<file path="config.mk">
export PLATFORM = sky130hd
export DESIGN_NAME = iel_cell
export DESIGN_NICKNAME = d
export VERILOG_FILES = /design/src/sv/iel_pkg.sv /design/src/sv/iel_cell.sv
export SDC_FILE = /design/constraint.sdc
export NUM_CORES = 1
export LEC_CHECK = 0
export BUFFER_PORTS_ARGS = -buffer_cell sky130_fd_sc_hd__buf_2
export CAP_MARGIN = 20
export CORE_UTILIZATION = 42
export CTS_CLUSTER_SIZE = 16
export DETAILED_ROUTE_END_ITERATION = 6
export PLACE_DENSITY_LB_ADDON = 0.3
export SETUP_SLACK_MARGIN = 0.2
export SLEW_MARGIN = 40
export SYNTH_ARGS = -nofsm -noshare
export SYNTH_HDL_FRONTEND = slang
export SYNTH_SLANG_ARGS = --single-unit
</file>
<file path="constraint.sdc">
create_clock -name i_clk -period 5.5 [get_ports i_clk]
set_input_delay 0.825 -clock i_clk [delete_from_list [all_inputs] [get_ports i_clk]]
set_output_delay 0.825 -clock i_clk [all_outputs]
set_load 0.05 [all_outputs]
</file>
<file path="src/sv/iel_pkg.sv">
package iel_pkg;

    localparam int CAPACITY  = 64;
    localparam int ELEM_W    = 32;

    localparam int CMD_W     = 2;
    localparam int IDX_W     = 6;
    localparam int VAL_W     = 32;
    localparam int CNT_OUT_W = 7;
    localparam int ST_W      = 2;

    localparam int CNT_W     = $clog2(CAPACITY + 1);
    localparam int CMP_W     = (CNT_W > IDX_W) ? CNT_W : IDX_W;
    localparam int IDX_SPAN  = 1 << IDX_W;
    localparam int NREAD     = (CAPACITY < IDX_SPAN) ? CAPACITY : IDX_SPAN;
    localparam int GRP       = 8;
    localparam int NGRP      = (NREAD + GRP - 1) / GRP;

    typedef logic [ELEM_W-1:0] t_elem;

    typedef enum logic [CMD_W-1:0] {
        CMD_READ  = 2'd0,
        CMD_WRITE = 2'd1,
        CMD_INS   = 2'd2,
        CMD_ERASE = 2'd3
    } t_cmd;

    typedef enum logic [ST_W-1:0] {
        STAT_OK    = 2'd0,
        STAT_RANGE = 2'd1,
        STAT_FULL  = 2'd2,
        STAT_EMPTY = 2'd3
    } t_status;

    typedef enum logic [1:0] {
        S_IDLE,
        S_GATHER,
        S_REDUCE,
        S_HOLD
    } t_state;

    typedef struct packed {
        logic             ins;
        logic             era;
        logic             wr;
        logic [CMP_W-1:0] idx;
        t_elem            val;
    } t_cell_ctrl;

    function automatic t_elem to_elem(input logic [VAL_W-1:0] v);
        logic [63:0] t;
        t = 64'(v);
        return t[ELEM_W-1:0];
    endfunction

    function automatic logic [VAL_W-1:0] from_elem(input t_elem e);
        logic [63:0] t;
        t = 64'(e);
        return t[VAL_W-1:0];
    endfunction

endpackage

</file>
<file path="src/sv/iel_cell.sv">
module iel_cell import iel_pkg::*; (
    input  logic             i_clk,
    input  logic [CMP_W-1:0] i_pos,
    input  t_cell_ctrl       i_ctrl,
    input  t_elem            i_left,
    input  t_elem            i_right,
    output t_elem            o_data
);

    t_elem r_data;
    t_elem n_data;

    always_comb begin
        n_data = r_data;
        if (i_ctrl.wr && (i_pos == i_ctrl.idx)) begin
            n_data = i_ctrl.val;
        end else if (i_ctrl.ins) begin
            if (i_pos == i_ctrl.idx) begin
                n_data = i_ctrl.val;
            end else if (i_pos > i_ctrl.idx) begin
                n_data = i_left;
            end
        end else if (i_ctrl.era && (i_pos >= i_ctrl.idx)) begin
            n_data = i_right;
        end
    end

    always_ff @(posedge i_clk) begin
        r_data <= n_data;
    end

    assign o_data = r_data;

endmodule

</file>
==> run_results.csv, run 1 <==
group,metric,value,unit
outcome,status,"finished, final reports clean",
detailed_routing,vias,2050,
power_and_ir_drop,switching_power,299.8,uW
logic_synthesis,ys_seq_elements,32,
timing,period_needed,2873,ps
timing,hold_viol_final,0,
global_routing,grt_pass1_vias,1972,
place,hpwl,4393,um
logic_synthesis,yosysTopAreaCellShare,45.44,%
global_routing,grt_pass1_wl,8694,um
final_layout,layout.nets,439,
power_and_ir_drop,total_power,828.1,uW
timing,layout_setup_ws,2627,ps
clock_tree,clockBufferDepth,2,
power_and_ir_drop,powerDensity,278.3,nW/um^2
clock_tree,postCtsHoldBufs,0,
detailed_routing,firstDrtPassIters,4,
logic_synthesis,syn_area_per_cell,11.62,um^2
worst_hold_path,min_path_type,"in2reg",
final_layout,area_growth_syn_to_layout,40.71,%
clock_tree,cts_max_level,2,
global_routing,grt_max_degree,34,
clock_tree,clock-sinks,32,
floorplan,die_x,72.96,um
timing,drv_slew,0,
place,gp_congestion,0.7199,
floorplan,die_h,72.96,um
clock_tree,cts_root_buffer,"clkbuf_8",
logic_synthesis,syn_nets,303,
final_layout,layout-drive-gt1-share,59.87,%
setup_path,worstSetupStartpointType,"input pin",
detailed_routing,first_iter_violations,149,
setup_path,crit_path_end_kind,"flop",
final_layout,multi_input_area,1033,um^2
power_and_ir_drop,p_sw_share,36.21,%
clock_tree,clkSlewWorstSetupHoldPaths,60,ps
logic_synthesis,synth-async-reset-ratio,0,%
floorplan,die-area,5322,um^2
floorplan,core.rowCount,25,
power_and_ir_drop,p_seq_share,38.9,%
final_layout,regArea,960.9,um^2
detailed_routing,wl_per_cell,14.79,um
detailed_routing,routed_wl,5710,um
logic_synthesis,synth.distinct_cells,27,
global_routing,grt_usage,21.53,%
final_layout,num_antenna_cells,0,
power_and_ir_drop,power_leakage,1.223,nW
detailed_routing,ant_nets,0,
global_routing,antenna_found_initial,0,
timing,fmax,348.0,MHz
power_and_ir_drop,pwr-share-comb,35.0,%
logic_synthesis,synth_top_cell_by_area,"edfxtp_1",
logic_synthesis,synth.cell_area,2115,um^2
timing,finalSetupTns,0,ps
clock_tree,post_cts_buffers,0,
clock_tree,cts_resized,0,
detailed_routing,drc_errors,0,
timing,finalCritPeriodShare,52.24,%
timing,setup_viol,0,
logic_synthesis,synth_ff_type,"edfxtp_1",
timing,rsz0062_at_grt,"no",
floorplan,core_area,4786,um^2
power_and_ir_drop,intPower,528.2,uW
setup_path,cp_data_required_time,5480,ps
timing,maxSlewHeadroom,47.23,%
setup_path,worst-path-max-fanout,33,
clock_tree,cts_tree,"done",
detailed_routing,via_per_inst,5.311,
logic_synthesis,yosysSeqAreaShare,45.44,%
clock_tree,numCtsBuffers,5,
logic_synthesis,synth.area.top_cells,"edfxtp_1 45%, a211oi_2 18%, o32ai_1 12%",
final_layout,largest_reg_flops,32,
final_layout,fillers,430,
floorplan,io_pins,146,
run,max_cap_viol_count,0,
place,dp_slack,2313,ps
logic_synthesis,yosysWarnings,0,
timing,tightest_slew,788.5,ps
logic_synthesis,synth_cells,182,
power_and_ir_drop,peakVddDrop,0.0001294,V
logic_synthesis,synth_edf_count,32,
place,port-buffer-count,145,
setup_path,worst_ep_arrival_time,2860,ps
power_and_ir_drop,pwr-share-clk,26.0,%
setup_path,crit_type,"in2reg",
global_routing,grt-ovfl-total,0,
floorplan,start_util,44.18,%
[final cells by class]
class | instances | area share (%)
Clock inverter | 2 | 1.177
Clock buffer | 6 | 2.439
Tap cell | 67 | 2.817
Multi-Input combinational cell | 122 | 34.74
Timing Repair Buffer | 148 | 25.40
Inverter | 9 | 1.135
Sequential cell | 32 | 32.30
[worst max-delay path: stages]
cell	delay, ps
buf_2	80
inv_1	30
ha_1	320
nand4_4	170
nor2_4	640
a31oi_1	240
o21ai_4	280
buf_8	240
[path summary, 6_finish.rpt]
kind / start / endpoint / slack, ps / cells past startpoint
setup / recovery: i_ctrl[34] / o_data[29]$_DFFE_PP_ / 2630 / 8
hold / removal: i_ctrl[26] / o_data[26]$_DFFE_PP_ / 840 / 3
[power by group through the flow]
stage	Combinational, mW	Sequential (mW)	Clock, mW
after detailed placement	0.292	0.328	0
final	0.290	0.322	0.216
after CTS	0.292	0.323	0.221
after global routing	0.306	0.325	0.232
after floorplan	0.0642	0.461	0
after global placement	0.285	0.326	0
[Yosys cell counts, types with 4 or more instances]
| master | n |
|---|---|
| inv_1 | 8 |
| o32ai_1 | 30 |
| nor2_1 | 35 |
| edfxtp_1 | 32 |
| a211oi_2 | 30 |
| ha_1 | 7 |
| buf_6 | 4 |
| buf_2 | 6 |
| clkbuf_1 | 7 |
[logic make-up after synthesis]
logic type,Yosys count,synth area share [%]
mux,2,0.9468
buf+inv,28,6.746
simple gates,43,9.350
fa+ha+maj,7,4.142
compound gates,70,33.37
flops,32,45.44
[layout by cell type (no fill, tap or decap), types with 5 or more instances in the layout]
cell | synthesis | layout
nor2_1 | 35 | 35
inv_1 | 8 | 8
ha_1 | 7 | 7
buf_2 | 6 | 145
a211oi_2 | 30 | 30
edfxtp_1 | 32 | 32
clkbuf_8 | 0 | 5
o32ai_1 | 30 | 30
[metrics by stage]
stage | hold WS, ps | instances | instance area (um^2) | util [%]
final | 843.5 | 386 | 2975 | 62.17
after global routing | 838.0 | 386 | 2975 | 62.17
after CTS | 836.3 | 386 | 2974 | 62.14
after detailed placement | 1133 | 378 | 2867 | 59.90
after floorplan | 1024 | 182 | 2115 | -
after global placement | 1128 | 377 | 2841 | 59.37
[metal layers]
layer,vias up,share of wire [%],GRT usage (%)
met2,88,54,40.08
met1,945,39,24.24
met4,0,2.0,8.061
li1,1007,-,-
met5,-,0,0
met3,10,5.2,4.144
No activity file was read; power rests on OpenSTA's default activity.
==> run 2: changes to the inputs <==
==> constraint.sdc (replaced) <==
create_clock -name i_clk -period 2.7 [get_ports i_clk]
set_input_delay 0.405 -clock i_clk [delete_from_list [all_inputs] [get_ports i_clk]]
set_output_delay 0.405 -clock i_clk [all_outputs]
set_load 0.05 [all_outputs]
==> run_results.csv, run 2 (synthesized netlist as in run 1, its figures left out) <==
group,metric,value,unit
floorplan,die_h,72.96,um
clock_tree,cts_max_level,2,
setup_path,path_delay_family,"compound AO/OA/AOI/OAI gates",
clock_tree,cts_root_buffer,"clkbuf_8",
power_and_ir_drop,total_power,1.594,mW
setup_path,crit_buf_inv,3,
setup_path,worst_ep_arrival_time,2300,ps
clock_tree,postCtsHoldBufs,0,
timing,hold_viol_final,0,
final_layout,area_growth_syn_to_layout,40.47,%
detailed_routing,vias,2111,
final_layout,largest_reg_flops,32,
setup_path,cp_data_required_time,2740,ps
global_routing,top_usage_layer,"met2",
global_routing,grt-ovfl-total,0,
clock_tree,clock-sinks,32,
global_routing,grt_max_degree,37,
final_layout,mostFrequentLayoutCells,"145 x buf_2, 35 x nor2_1, 32 x edfxtp_1, 30 x o32ai_1, 30 x a211oi_2",
clock_tree,cts_resized,0,
setup_path,worstSetupStartpointType,"input pin",
outcome,status,"finished, final reports clean",
detailed_routing,wl_per_cell,15.29,um
global_routing,grt_pass1_vias,1945,
timing,maxSlewHeadroom,46.64,%
setup_path,crit_path_end_kind,"flop",
floorplan,die_x,72.96,um
final_layout,layout-drive-gt1-share,59.81,%
final_layout,layout.nets,442,
run,max_cap_viol_count,0,
detailed_routing,drc_errors,0,
floorplan,core.rowCount,25,
power_and_ir_drop,powerDensity,536.6,nW/um^2
timing,fmax,442.8,MHz
setup_path,worst-path-max-fanout,17,
detailed_routing,via_per_inst,5.441,
setup_path,slowest_stage,"a2111oi_0",
timing,rsz0062_at_grt,"no",
floorplan,die-area,5322,um^2
worst_hold_path,min_from,"i_ctrl[9]",
final_layout,finalNonFillerCells,388,
clock_tree,clockBufferDepth,2,
setup_path,crit_type,"in2reg",
timing,finalCritPeriodShare,83.64,%
timing,finalSetupTns,0,ps
setup_path,path_cells,"buf_2 -> inv_1 -> ha_1 -> nand2b_1 -> a2111oi_0 -> o21ai_4 -> buf_16",
final_layout,final_common_cell,"buf_2",
clock_tree,post_cts_buffers,0,
timing,drv_slew,0,
worst_hold_path,min_path_type,"in2reg",
place,hpwl,4485,um
clock_tree,numCtsBuffers,5,
place,dp.cells,381,
setup_path,cp-startpoint,"i_pos[0]",
place,gp_congestion,0.7673,
global_routing,grtUsageMet2,40.60,%
power_and_ir_drop,peakVddDrop,0.0002128,V
global_routing,grt_pass1_wl,9004,um
global_routing,grt_usage,22.42,%
detailed_routing,first_iter_violations,103,
setup_path,max_stage_delay,710,ps
place,port-buffer-count,145,
global_routing,met1_usage,26.15,%
floorplan,io_pins,146,
clock_tree,cts_tree,"done",
floorplan,core_area,4786,um^2
clock_tree,clkSlewWorstSetupHoldPaths,60,ps
global_routing,antenna_found_initial,0,
global_routing,use_met3,5.387,%
floorplan,start_util,44.18,%
final_layout,num_antenna_cells,0,
timing,setup_viol,0,
timing,tightest_slew,780.2,ps
detailed_routing,firstDrtPassIters,4,
timing,period_needed,2258,ps
power_and_ir_drop,power_leakage,1.226,nW
detailed_routing,routed_wl,5931,um
detailed_routing,ant_nets,0,
==> run 2: cell count changes in the layout (fill, tap and decap cells not counted) <==
cell | before | now
buf_4 | 2 | 5
a2111oi_1 | 1 | 0
a2111oi_0 | 0 | 1
clkinv_1 | 0 | 2
clkinv_2 | 1 | 0
o21ai_4 | 2 | 1
buf_8 | 1 | 0
buf_16 | 0 | 1
o21ai_2 | 0 | 1
bufinv_16 | 1 | 0
clkbuf_1 | 1 | 0
==> run 2: final cells by class <==
| class | count | area, um^2 |
|---|---|---|
| Fill cell | 437 | 1815 |
| Tap cell | 67 | 83.83 |
| Sequential cell | 32 | 960.9 |
| Timing Repair Buffer | 151 | 790.8 |
| Clock buffer | 5 | 68.82 |
| Clock inverter | 2 | 7.507 |
| Inverter | 9 | 33.78 |
| Multi-Input combinational cell | 122 | 1025 |
==> run 2: tightest hold or removal path, cell delays in order <==
cell and delay [ps]:
buf_2 80, a211oi_2 30, nor2_1 70
==> run 2: through the flow <==
stage	util (%)	hold slack (ps)	setup slack (ps)	instance area, um^2
2_1_floorplan	-	604.4	327.2	2118
3_3_place_gp	59.84	704.5	193.7	2864
4_1_cts	62.07	419.8	424.7	2970
6_report	62.07	427.4	441.8	2970
3_5_place_dp	60.47	714.6	126.0	2894
5_1_grt	62.07	433.0	388.3	2970
==> run 2: where the power goes <==
| group | internal [mW] | switching [mW] | total, mW |
|---|---|---|---|
| clock network | 0.170 | 0.171 | 0.341 |
| logic | 0.170 | 0.428 | 0.599 |
| registers | 0.638 | 0.0157 | 0.654 |
==> run 2: path summary, 6_finish.rpt <==
kind	endpoint	slack [ps]	cells after the start
min	o_data[9]$_DFFE_PP_	430	3
max	o_data[30]$_DFFE_PP_	440	7
==> run 2: metal layers <==
metal | share of wire, % | vias to the layer above
met3 | 6.8 | 10
li1 | - | 1008
met5 | 0 | -
met2 | 53 | 108
met4 | 1.6 | 0
met1 | 39 | 985
